### src/rtl/mrg_pkg.sv
// Shared types and constants for the MRG32k3a generator with skip-ahead.
// Holds moduli, recurrence coefficients, command codes and the control structs.
// No dependencies.
`timescale 1ns / 1ps

package mrg_pkg;

  localparam logic [31:0] M1    = 32'd4294967087;
  localparam logic [31:0] M2    = 32'd4294944443;
  localparam logic [31:0] A12   = 32'd1403580;
  localparam logic [31:0] A13   = 32'd810728;
  localparam logic [31:0] A21   = 32'd527612;
  localparam logic [31:0] A23   = 32'd1370589;
  // 2^32 minus each modulus, used to fold the high word back in
  localparam logic [31:0] FOLD1 = 32'd209;
  localparam logic [31:0] FOLD2 = 32'd22853;

  localparam logic [31:0] SEED_X_RST = 32'd12345;
  localparam logic [31:0] SEED_Y_RST = 32'd12346;
  localparam logic [8:0]  DIMS_RST   = 9'd1;

  localparam int STEP_W        = 48;
  localparam int SKIP_BITS_DEF = 48;

  localparam logic [1:0] REG_SEED_X = 2'd0;
  localparam logic [1:0] REG_SEED_Y = 2'd1;
  localparam logic [1:0] REG_DIMS   = 2'd2;

  typedef enum logic [1:0] {
    CMD_NEXT  = 2'd0,
    CMD_RESET = 2'd1,
    CMD_SKIP  = 2'd2
  } cmd_code_t;

  typedef enum logic [1:0] {
    OP_AP,     // accumulated matrix times power matrix
    OP_PP,     // square the power matrix
    OP_APPLY,  // accumulated matrix times history vector
    OP_NEXT    // recurrence row times history vector
  } op_t;

  typedef enum logic [2:0] {
    CM_NONE,
    CM_A,
    CM_P,
    CM_HIST,
    CM_SHIFT
  } cm_t;

  typedef enum logic [2:0] {
    ST_IDLE,
    ST_NEXT_WAIT,
    ST_DECIDE,
    ST_MM_SNAP,
    ST_MM_ISSUE,
    ST_MM_WAIT
  } state_t;

  typedef struct packed {
    logic       issue;
    op_t        op;
    logic [1:0] row;
    logic [1:0] col;
    logic       snap;
    cm_t        commit;
    logic       init_mat;
    logic       load_seed;
  } lane_cmd_t;

  typedef struct packed {
    logic busy;
    logic out_free;
  } dp_status_t;

endpackage

### src/rtl/mrg_ctrl.sv
// Controller: command decode, skip-ahead bit walk and matrix op sequencing.
// Depends on mrg_pkg; drives the lane command struct into mrg_dp.
`timescale 1ns / 1ps

module mrg_ctrl #(
  parameter int SKIP_BITS = mrg_pkg::SKIP_BITS_DEF
) (
  input  logic                clk,
  input  logic                rst_n,
  input  logic                in_valid,
  output logic                in_stall,
  input  logic [1:0]          in_command,
  input  logic [39:0]         in_path_index,
  input  logic [8:0]          dims,
  input  mrg_pkg::dp_status_t stat,
  output mrg_pkg::lane_cmd_t  cmd
);
  import mrg_pkg::*;

  localparam logic [STEP_W-1:0] STEP_MASK = (SKIP_BITS >= STEP_W) ? {STEP_W{1'b1}} :
    STEP_W'((65'(1) << SKIP_BITS) - 65'(1));

  state_t            state_r, state_nxt;
  op_t               op_r, op_nxt;
  logic [1:0]        row_r, row_nxt, col_r, col_nxt;
  logic [STEP_W-1:0] rem_r, rem_nxt;
  logic              nz_r, nz_nxt;
  logic [48:0]       prod;
  logic [STEP_W-1:0] steps;
  logic              last;

  assign prod  = 49'(in_path_index) * 49'(dims);
  assign steps = prod[48:1];

  always_ff @(posedge clk) begin
    if (!rst_n) begin
      state_r <= ST_IDLE;
      op_r    <= OP_AP;
      row_r   <= 2'd0;
      col_r   <= 2'd0;
      rem_r   <= '0;
      nz_r    <= 1'b0;
    end else begin
      state_r <= state_nxt;
      op_r    <= op_nxt;
      row_r   <= row_nxt;
      col_r   <= col_nxt;
      rem_r   <= rem_nxt;
      nz_r    <= nz_nxt;
    end
  end

  always_comb begin
    state_nxt     = state_r;
    op_nxt        = op_r;
    row_nxt       = row_r;
    col_nxt       = col_r;
    rem_nxt       = rem_r;
    nz_nxt        = nz_r;
    cmd.issue     = 1'b0;
    cmd.op        = op_r;
    cmd.row       = row_r;
    cmd.col       = col_r;
    cmd.snap      = 1'b0;
    cmd.commit    = CM_NONE;
    cmd.init_mat  = 1'b0;
    cmd.load_seed = 1'b0;
    last          = (row_r == 2'd2) && (op_r == OP_APPLY || col_r == 2'd2);

    unique case (state_r)
      ST_IDLE: begin
        if (in_valid) begin
          unique case (cmd_code_t'(in_command))
            CMD_NEXT: begin
              cmd.issue = 1'b1;
              cmd.op    = OP_NEXT;
              cmd.row   = 2'd0;
              cmd.col   = 2'd0;
              state_nxt = ST_NEXT_WAIT;
            end
            CMD_RESET: cmd.load_seed = 1'b1;
            CMD_SKIP: begin
              cmd.load_seed = 1'b1;
              cmd.init_mat  = 1'b1;
              rem_nxt       = steps & STEP_MASK;
              nz_nxt        = |steps;
              state_nxt     = ST_DECIDE;
            end
            default: ;
          endcase
        end
      end
      ST_NEXT_WAIT: begin
        if (!stat.busy && stat.out_free) begin
          cmd.commit = CM_SHIFT;
          state_nxt  = ST_IDLE;
        end
      end
      ST_DECIDE: begin
        row_nxt = 2'd0;
        col_nxt = 2'd0;
        if (rem_r == '0) begin
          if (nz_r) begin
            op_nxt    = OP_APPLY;
            state_nxt = ST_MM_ISSUE;
          end else begin
            state_nxt = ST_IDLE;
          end
        end else begin
          op_nxt    = rem_r[0] ? OP_AP : OP_PP;
          state_nxt = ST_MM_SNAP;
        end
      end
      ST_MM_SNAP: begin
        cmd.snap  = 1'b1;
        state_nxt = ST_MM_ISSUE;
      end
      ST_MM_ISSUE: begin
        cmd.issue = 1'b1;
        if (op_r == OP_APPLY || col_r == 2'd2) begin
          col_nxt = 2'd0;
          row_nxt = row_r + 2'd1;
        end else begin
          col_nxt = col_r + 2'd1;
        end
        if (last) begin
          state_nxt = ST_MM_WAIT;
        end
      end
      ST_MM_WAIT: begin
        if (!stat.busy) begin
          unique case (op_r)
            OP_AP: begin
              cmd.commit = CM_A;
              // drop the bit just used; square next if any remain
              rem_nxt    = {rem_r[STEP_W-1:1], 1'b0};
              state_nxt  = ST_DECIDE;
            end
            OP_PP: begin
              cmd.commit = CM_P;
              rem_nxt    = rem_r >> 1;
              state_nxt  = ST_DECIDE;
            end
            default: begin
              cmd.commit = CM_HIST;
              state_nxt  = ST_IDLE;
            end
          endcase
        end
      end
      default: state_nxt = ST_IDLE;
    endcase
  end

  assign in_stall = (state_r != ST_IDLE);

  a_commit_drained: assert property (@(posedge clk) disable iff (!rst_n)
    (cmd.commit != CM_NONE) |-> !stat.busy)
    else $error("commit while products still in flight");

  a_busy_stalls: assert property (@(posedge clk) disable iff (!rst_n)
    stat.busy |-> in_stall)
    else $error("request accepted while the datapath is busy");

  a_snap_drained: assert property (@(posedge clk) disable iff (!rst_n)
    (state_r == ST_MM_SNAP) |-> !stat.busy)
    else $error("snapshot taken while the pipe still reads it");

endmodule

### config.mk
export PLATFORM = sky130hd
export DESIGN_NAME = mrg_ctrl
export DESIGN_NICKNAME = d
export VERILOG_FILES = /design/src/rtl/mrg_pkg.sv /design/src/rtl/mrg_ctrl.sv
export SDC_FILE = /design/constraint.sdc
export NUM_CORES = 1
export LEC_CHECK = 0
export BUFFER_PORTS_ARGS = -buffer_cell sky130_fd_sc_hd__buf_2
export CAP_MARGIN = 25
export CELL_PAD_IN_SITES_DETAIL_PLACEMENT = 0
export CELL_PAD_IN_SITES_GLOBAL_PLACEMENT = 1
export CORE_MARGIN = 2
export CORE_UTILIZATION = 38
export CTS_CLUSTER_DIAMETER = 200
export DETAILED_ROUTE_END_ITERATION = 8
export GPL_TIMING_DRIVEN = 0
export PLACE_DENSITY = 0.77
export SLEW_MARGIN = 20
export SYNTH_ARGS = -nofsm -noshare
export SYNTH_HDL_FRONTEND = slang
export SYNTH_SLANG_ARGS = --single-unit
### constraint.sdc
create_clock -name clk -period 10.1 [get_ports clk]
set_clock_uncertainty 0.05 [all_clocks]
set_input_delay 2.02 -clock clk [delete_from_list [all_inputs] [get_ports clk]]
set_output_delay 2.02 -clock clk [all_outputs]
set_load 0.005 [all_outputs]
## Word level (Yosys, flattened, before mapping)

Cells that the tools add are included.

- Register bits after elaboration: 58
- Input port bits: 56

- Mux-type cells: 34
- Reduce and logical (&&, ||, !) cells: 20
- Eq/ne operators: 22
- Add/subtract/negate cells: 2
- $mul: 1

Operator list:

| kind | count |
|---|---|
| one-hot mux 48 bit (2 select lines) | 2 |
| two-way mux 48 bit | 3 |
| multiplier 40 x 9 -> 49 bit | 1 |
| zero test 48 bit | 1 |
| OR reduction 48 bit | 1 |
| two-way mux 3 bit | 7 |
| one-hot mux 3 bit (6 select lines) | 1 |
| two-way mux 2 bit | 8 |
| != test 2 bit, second input constant | 8 |
| two-way mux 7 bit | 2 |
| one-hot mux 2 bit (2 select lines) | 3 |
| one-hot mux 3 bit (2 select lines) | 2 |
| AND reduction 5 bit | 2 |
| equality test 2 bit, second input constant | 4 |
| equality test 3 x 2 -> 1 bit, second input constant | 2 |
| equality test 3 bit, second input constant | 2 |
| two-way mux 6 bit | 1 |
| AND reduction 6 bit | 1 |
| adder 2 x 1 -> 2 bit, second input constant | 2 |
| equality test 2 x 1 -> 1 bit, second input constant | 2 |
| zero test 2 bit | 2 |
| two-way mux 1 bit | 4 |
| AND reduction 2 bit | 2 |
| nonzero test 2 bit | 2 |
| other kinds (12) | 14 |

## Longest topological paths before layout

- Depth in word-level cells: 5
- Gate-level depth with buffers: 23
- Gate-level depth less buffers: 22

## Least setup slack after synthesis

OpenSTA, ideal clock, no wires.

- Path type: input-to-reg
- Start point: input dims[0]
- End point: register nz_r
- Data arrival time: 7.349 ns
- Library setup time: 0.128 ns
- Cell stages on the path: 22
- Path slack: 2.573 ns
- Cell sequence: clkbuf_1 -> nand2_1 -> fa_1 -> inv_1 -> fa_1 -> fa_1 -> inv_1 -> fa_1 -> inv_1 -> ha_1 -> clkbuf_1 -> and4_1 -> o2111a_1 -> or3b_4 -> a21o_1 -> a41oi_2 -> xor2_1 -> or4b_1 -> nor4_2 -> nand4_1 -> nor4_2 -> a31oi_1

- Cells in the longest elaborated chain, start to end: 2

Ends and longest elaborated chain:

| item | RTL line | RTL |
|---|---|---|
| start: declaration | mrg_ctrl.sv:14 | `input logic [8:0] dims,` |
| multiplier 40 x 9 -> 49 bit | mrg_ctrl.sv:32 | `assign prod = 49'(in_path_index) * 49'(dims);` |
| OR reduction 48 bit | mrg_ctrl.sv:86 | `nz_nxt = \|steps;` |
| end signal: assignment | mrg_ctrl.sv:49 | `nz_r <= nz_nxt;` |
| end: declaration | mrg_ctrl.sv:27 | `logic nz_r, nz_nxt;` |

Every way passes these cells.
A chain may end at the register's enable or synchronous reset.

## Worst setup path after layout

Same ends and word-level chain as after synthesis.

==> results.cfg <==
[synthesis]
synth_top_cells_by_count = inv_1, fa_1, nand2_1
synth_fp_nets = 2151
synthTopCellsByArea = fa_1, and2_1, inv_1
synth_top_area_cell = fa_1
synth_area_per_cell_um2 = 8.13
synth-edff-count = 0
ys_async_sr_fraction_pct = 0
ys_warn_count = 0
syn-instance-count = 1755
ys_seq_elements = 58
synth_top_area_share_pct = 37.5
synth_most_common_cell = inv_1
yosys.cell_types.count = 61
synthesis.area_mm2 = 0.0143
ys_seq_area_share_pct = 8.14
ys_dominant_reg_cell = dfxtp_1

[power]
powerDensity_mw_per_mm2 = 295
p_total_w = 0.00456
peakVddDrop_uv = 157
leakage_nw = 7.38

[flow_run]
maxCapViolations = 0

[cells_and_area]
fillers = 3789
area_delta_synth_final_pct = 8.37
fin_nets = 2217
drive_gt1_share_pct = 4.71

[critical_path]
criticalPathCategory = in2reg
path_common_cell = fa_1
worstPathMaxFanout = 10
slowest_stage = clkbuf_1
worst_path_largest_cell_delay_ps = 630
arrival_ps = 8660
critPathRequiredTime_ps = 10250
reg2reg_from = state_r[1]$_SDFFE_PN0P_
endpoint_kind = flip-flop
critPathLaunchType = input pin
path_cells = clkbuf_1, clkbuf_1, nand2_1, fa_1, inv_1, fa_1, fa_1, inv_1, fa_1, inv_1, ha_1, clkbuf_1, nand2_1, nor4_1, a21boi_1, a21oi_1, xnor2_1, or4b_1, nor4_2, nand4_1, nor4_2, a31oi_1
crit_start = dims[0]

[floorplan]
start_util_pct = 38.8
placementRows = 70
core-area_mm2 = 0.0368
fp.dieW_um = 198
io_pins = 70
design.die.area_mm2 = 0.0391
die_height_um = 198

[global_routing]
grt_max_degree = 12
gr-total-overflow = 0
grt_usage_pct = 22.3
grt_pass1_wl_um = 68800
antenna_found_initial = 2
first_global_vias = 12800

[sta]
timing.final.crit_share_pct = 84.2
slew_headroom_pct = 41.4
max_freq_mhz = 118
rsz0062_at_grt = no
tightest_slew_ps = 879
fin_crit_ps = 8510
setup_viol = 0
fin_setup_tns_ps = 0
slew_viol_final = 0
fin_hold_ws_ps = 413
hold_violations = 0

[placed_design]
dp_hpwl_um = 34900
io_buffers = 55
gp_congestion = 0.905

[cts]
cts.repair.resized = 0
cts_num_sinks = 58
cts_buffers = 9
clock_path_buffers = 2
cts_hold_buf = 0
htree_levels = 3
clockRootBuffer = clkbuf_16
insertion_delay_ps = 330
postCtsSetupBuffers = 0
cts_tree = yes
cts.reportedPaths.clkPinSlew_ps = 50

[routing]
drc = 0
ant_nets = 0
wl_per_cell_um = 18.3
vias_per_cell = 5.35
first_pass_iters = 5
vias = 12300
routed_wl_um = 42000
drt_iter0_markers = 822

[hold_path]
worstHoldStart = row_r[0]$_SDFFE_PN0P_
hold_class = reg2reg

[outcome]
status = finished, final reports clean
## cell usage in the layout (no fill, tap or decap), drive strengths merged, types with 5 or more instances in the layout
master / instances
buf: 60
ha: 73
nand4: 20
xor2: 22
o21bai: 5
a22oi: 18
nor4: 23
nand2b: 8
o211ai: 14
nand2: 224
a211oi: 7
a21oi: 76
o21ai: 50
inv: 323
a311oi: 19
and2: 220
nand3: 40
a221oi: 6
a31oi: 12
nor3: 20
o31ai: 6
clkbuf: 88
a21o: 11
dfxtp: 58
o21a: 5
fa: 267
nor2: 78
nor2b: 5
xnor2: 16
## critical path: cells and delay by family
| family | cells | cell delay (ps) |
|---|---|---|
| adder cells (fa/ha/maj) | 5 | 2330 |
| AND/OR/NAND/NOR | 7 | 1950 |
| buffers and inverters | 6 | 1560 |
| AO/OA/AOI/OAI | 3 | 600 |
| XOR/XNOR | 1 | 180 |
## cell families after synthesis
| logic type | count (synthesis) | share of synthesized area, % |
|---|---|---|
| compound gates | 249 | 11.3 |
| xor+xnor | 38 | 2.33 |
| fa+ha+maj | 340 | 43.9 |
| buf+inv | 406 | 10.7 |
| flops | 58 | 8.14 |
| mux | 2 | 0.140 |
| simple gates | 662 | 23.5 |
## power by group
part	switching (W)	leakage (nW)	internal, W
combinational	0.00252	6.75	0.00142
sequential	0.0000270	0.472	0.000262
clock	0.000113	0.159	0.000223
total	0.00266	7.38	0.00190
## sequential cells by signal, indices dropped and copies added, names as in the netlist
| name | cells |
|---|---|
| rem_r | 48 |
| nz_r | 1 |
| op_r | 2 |
| state_r | 3 |
| row_r | 2 |
| col_r | 2 |
## per-layer routing
metal  wire length [µm]  part of all wire, %  vias to the layer above  GRT usage [%]
li1                   -                    -                     5669              -
met3               2150                  5.1                       40           2.08
met2              19900                   47                      364           38.0
met1              19200                   46                     6201           30.8
met5                  0                    0                        -              0
met4                749                  1.8                        0           4.82
## worst paths after layout
check        depth (start not counted)  slack (ps)                     to
max                                 22        1590      nz_r$_SDFFE_PN0P_
min                                  2         410  row_r[0]$_SDFFE_PN0P_
max reg2reg                         13        6080      nz_r$_SDFFE_PN0P_
min reg2reg                          2         410  row_r[0]$_SDFFE_PN0P_
## metrics by stage
stage | worst slack [ps] | instance area, µm² | util (%) | std cells
5_1_grt | 1180 | 15500 | 42.0 | 2294
3_3_place_gp | 1310 | 15100 | 41.1 | 2278
2_1_floorplan | 2570 | 14300 | - | 1755
3_5_place_dp | 1240 | 15100 | 41.1 | 2278
4_1_cts | 1560 | 15500 | 42.0 | 2294
6_report | 1590 | 15500 | 42.0 | 2296
## final cells by class
| cell class | instances | area (µm²) | share of cell area [%] |
|---|---|---|---|
| Tap cell | 468 | 586 | 3.79 |
| Inverter | 323 | 1210 | 7.84 |
| Timing Repair Buffer | 55 | 275 | 1.78 |
| Antenna cell | 2 | 5.00 | 0.0324 |
| Buffer | 83 | 312 | 2.01 |
| Clock inverter | 6 | 90.1 | 0.582 |
| Clock buffer | 10 | 239 | 1.55 |
| Multi-Input combinational cell | 1291 | 11600 | 74.9 |
| Sequential cell | 58 | 1160 | 7.51 |
Note: power is estimated with default switching activity, not from simulation.
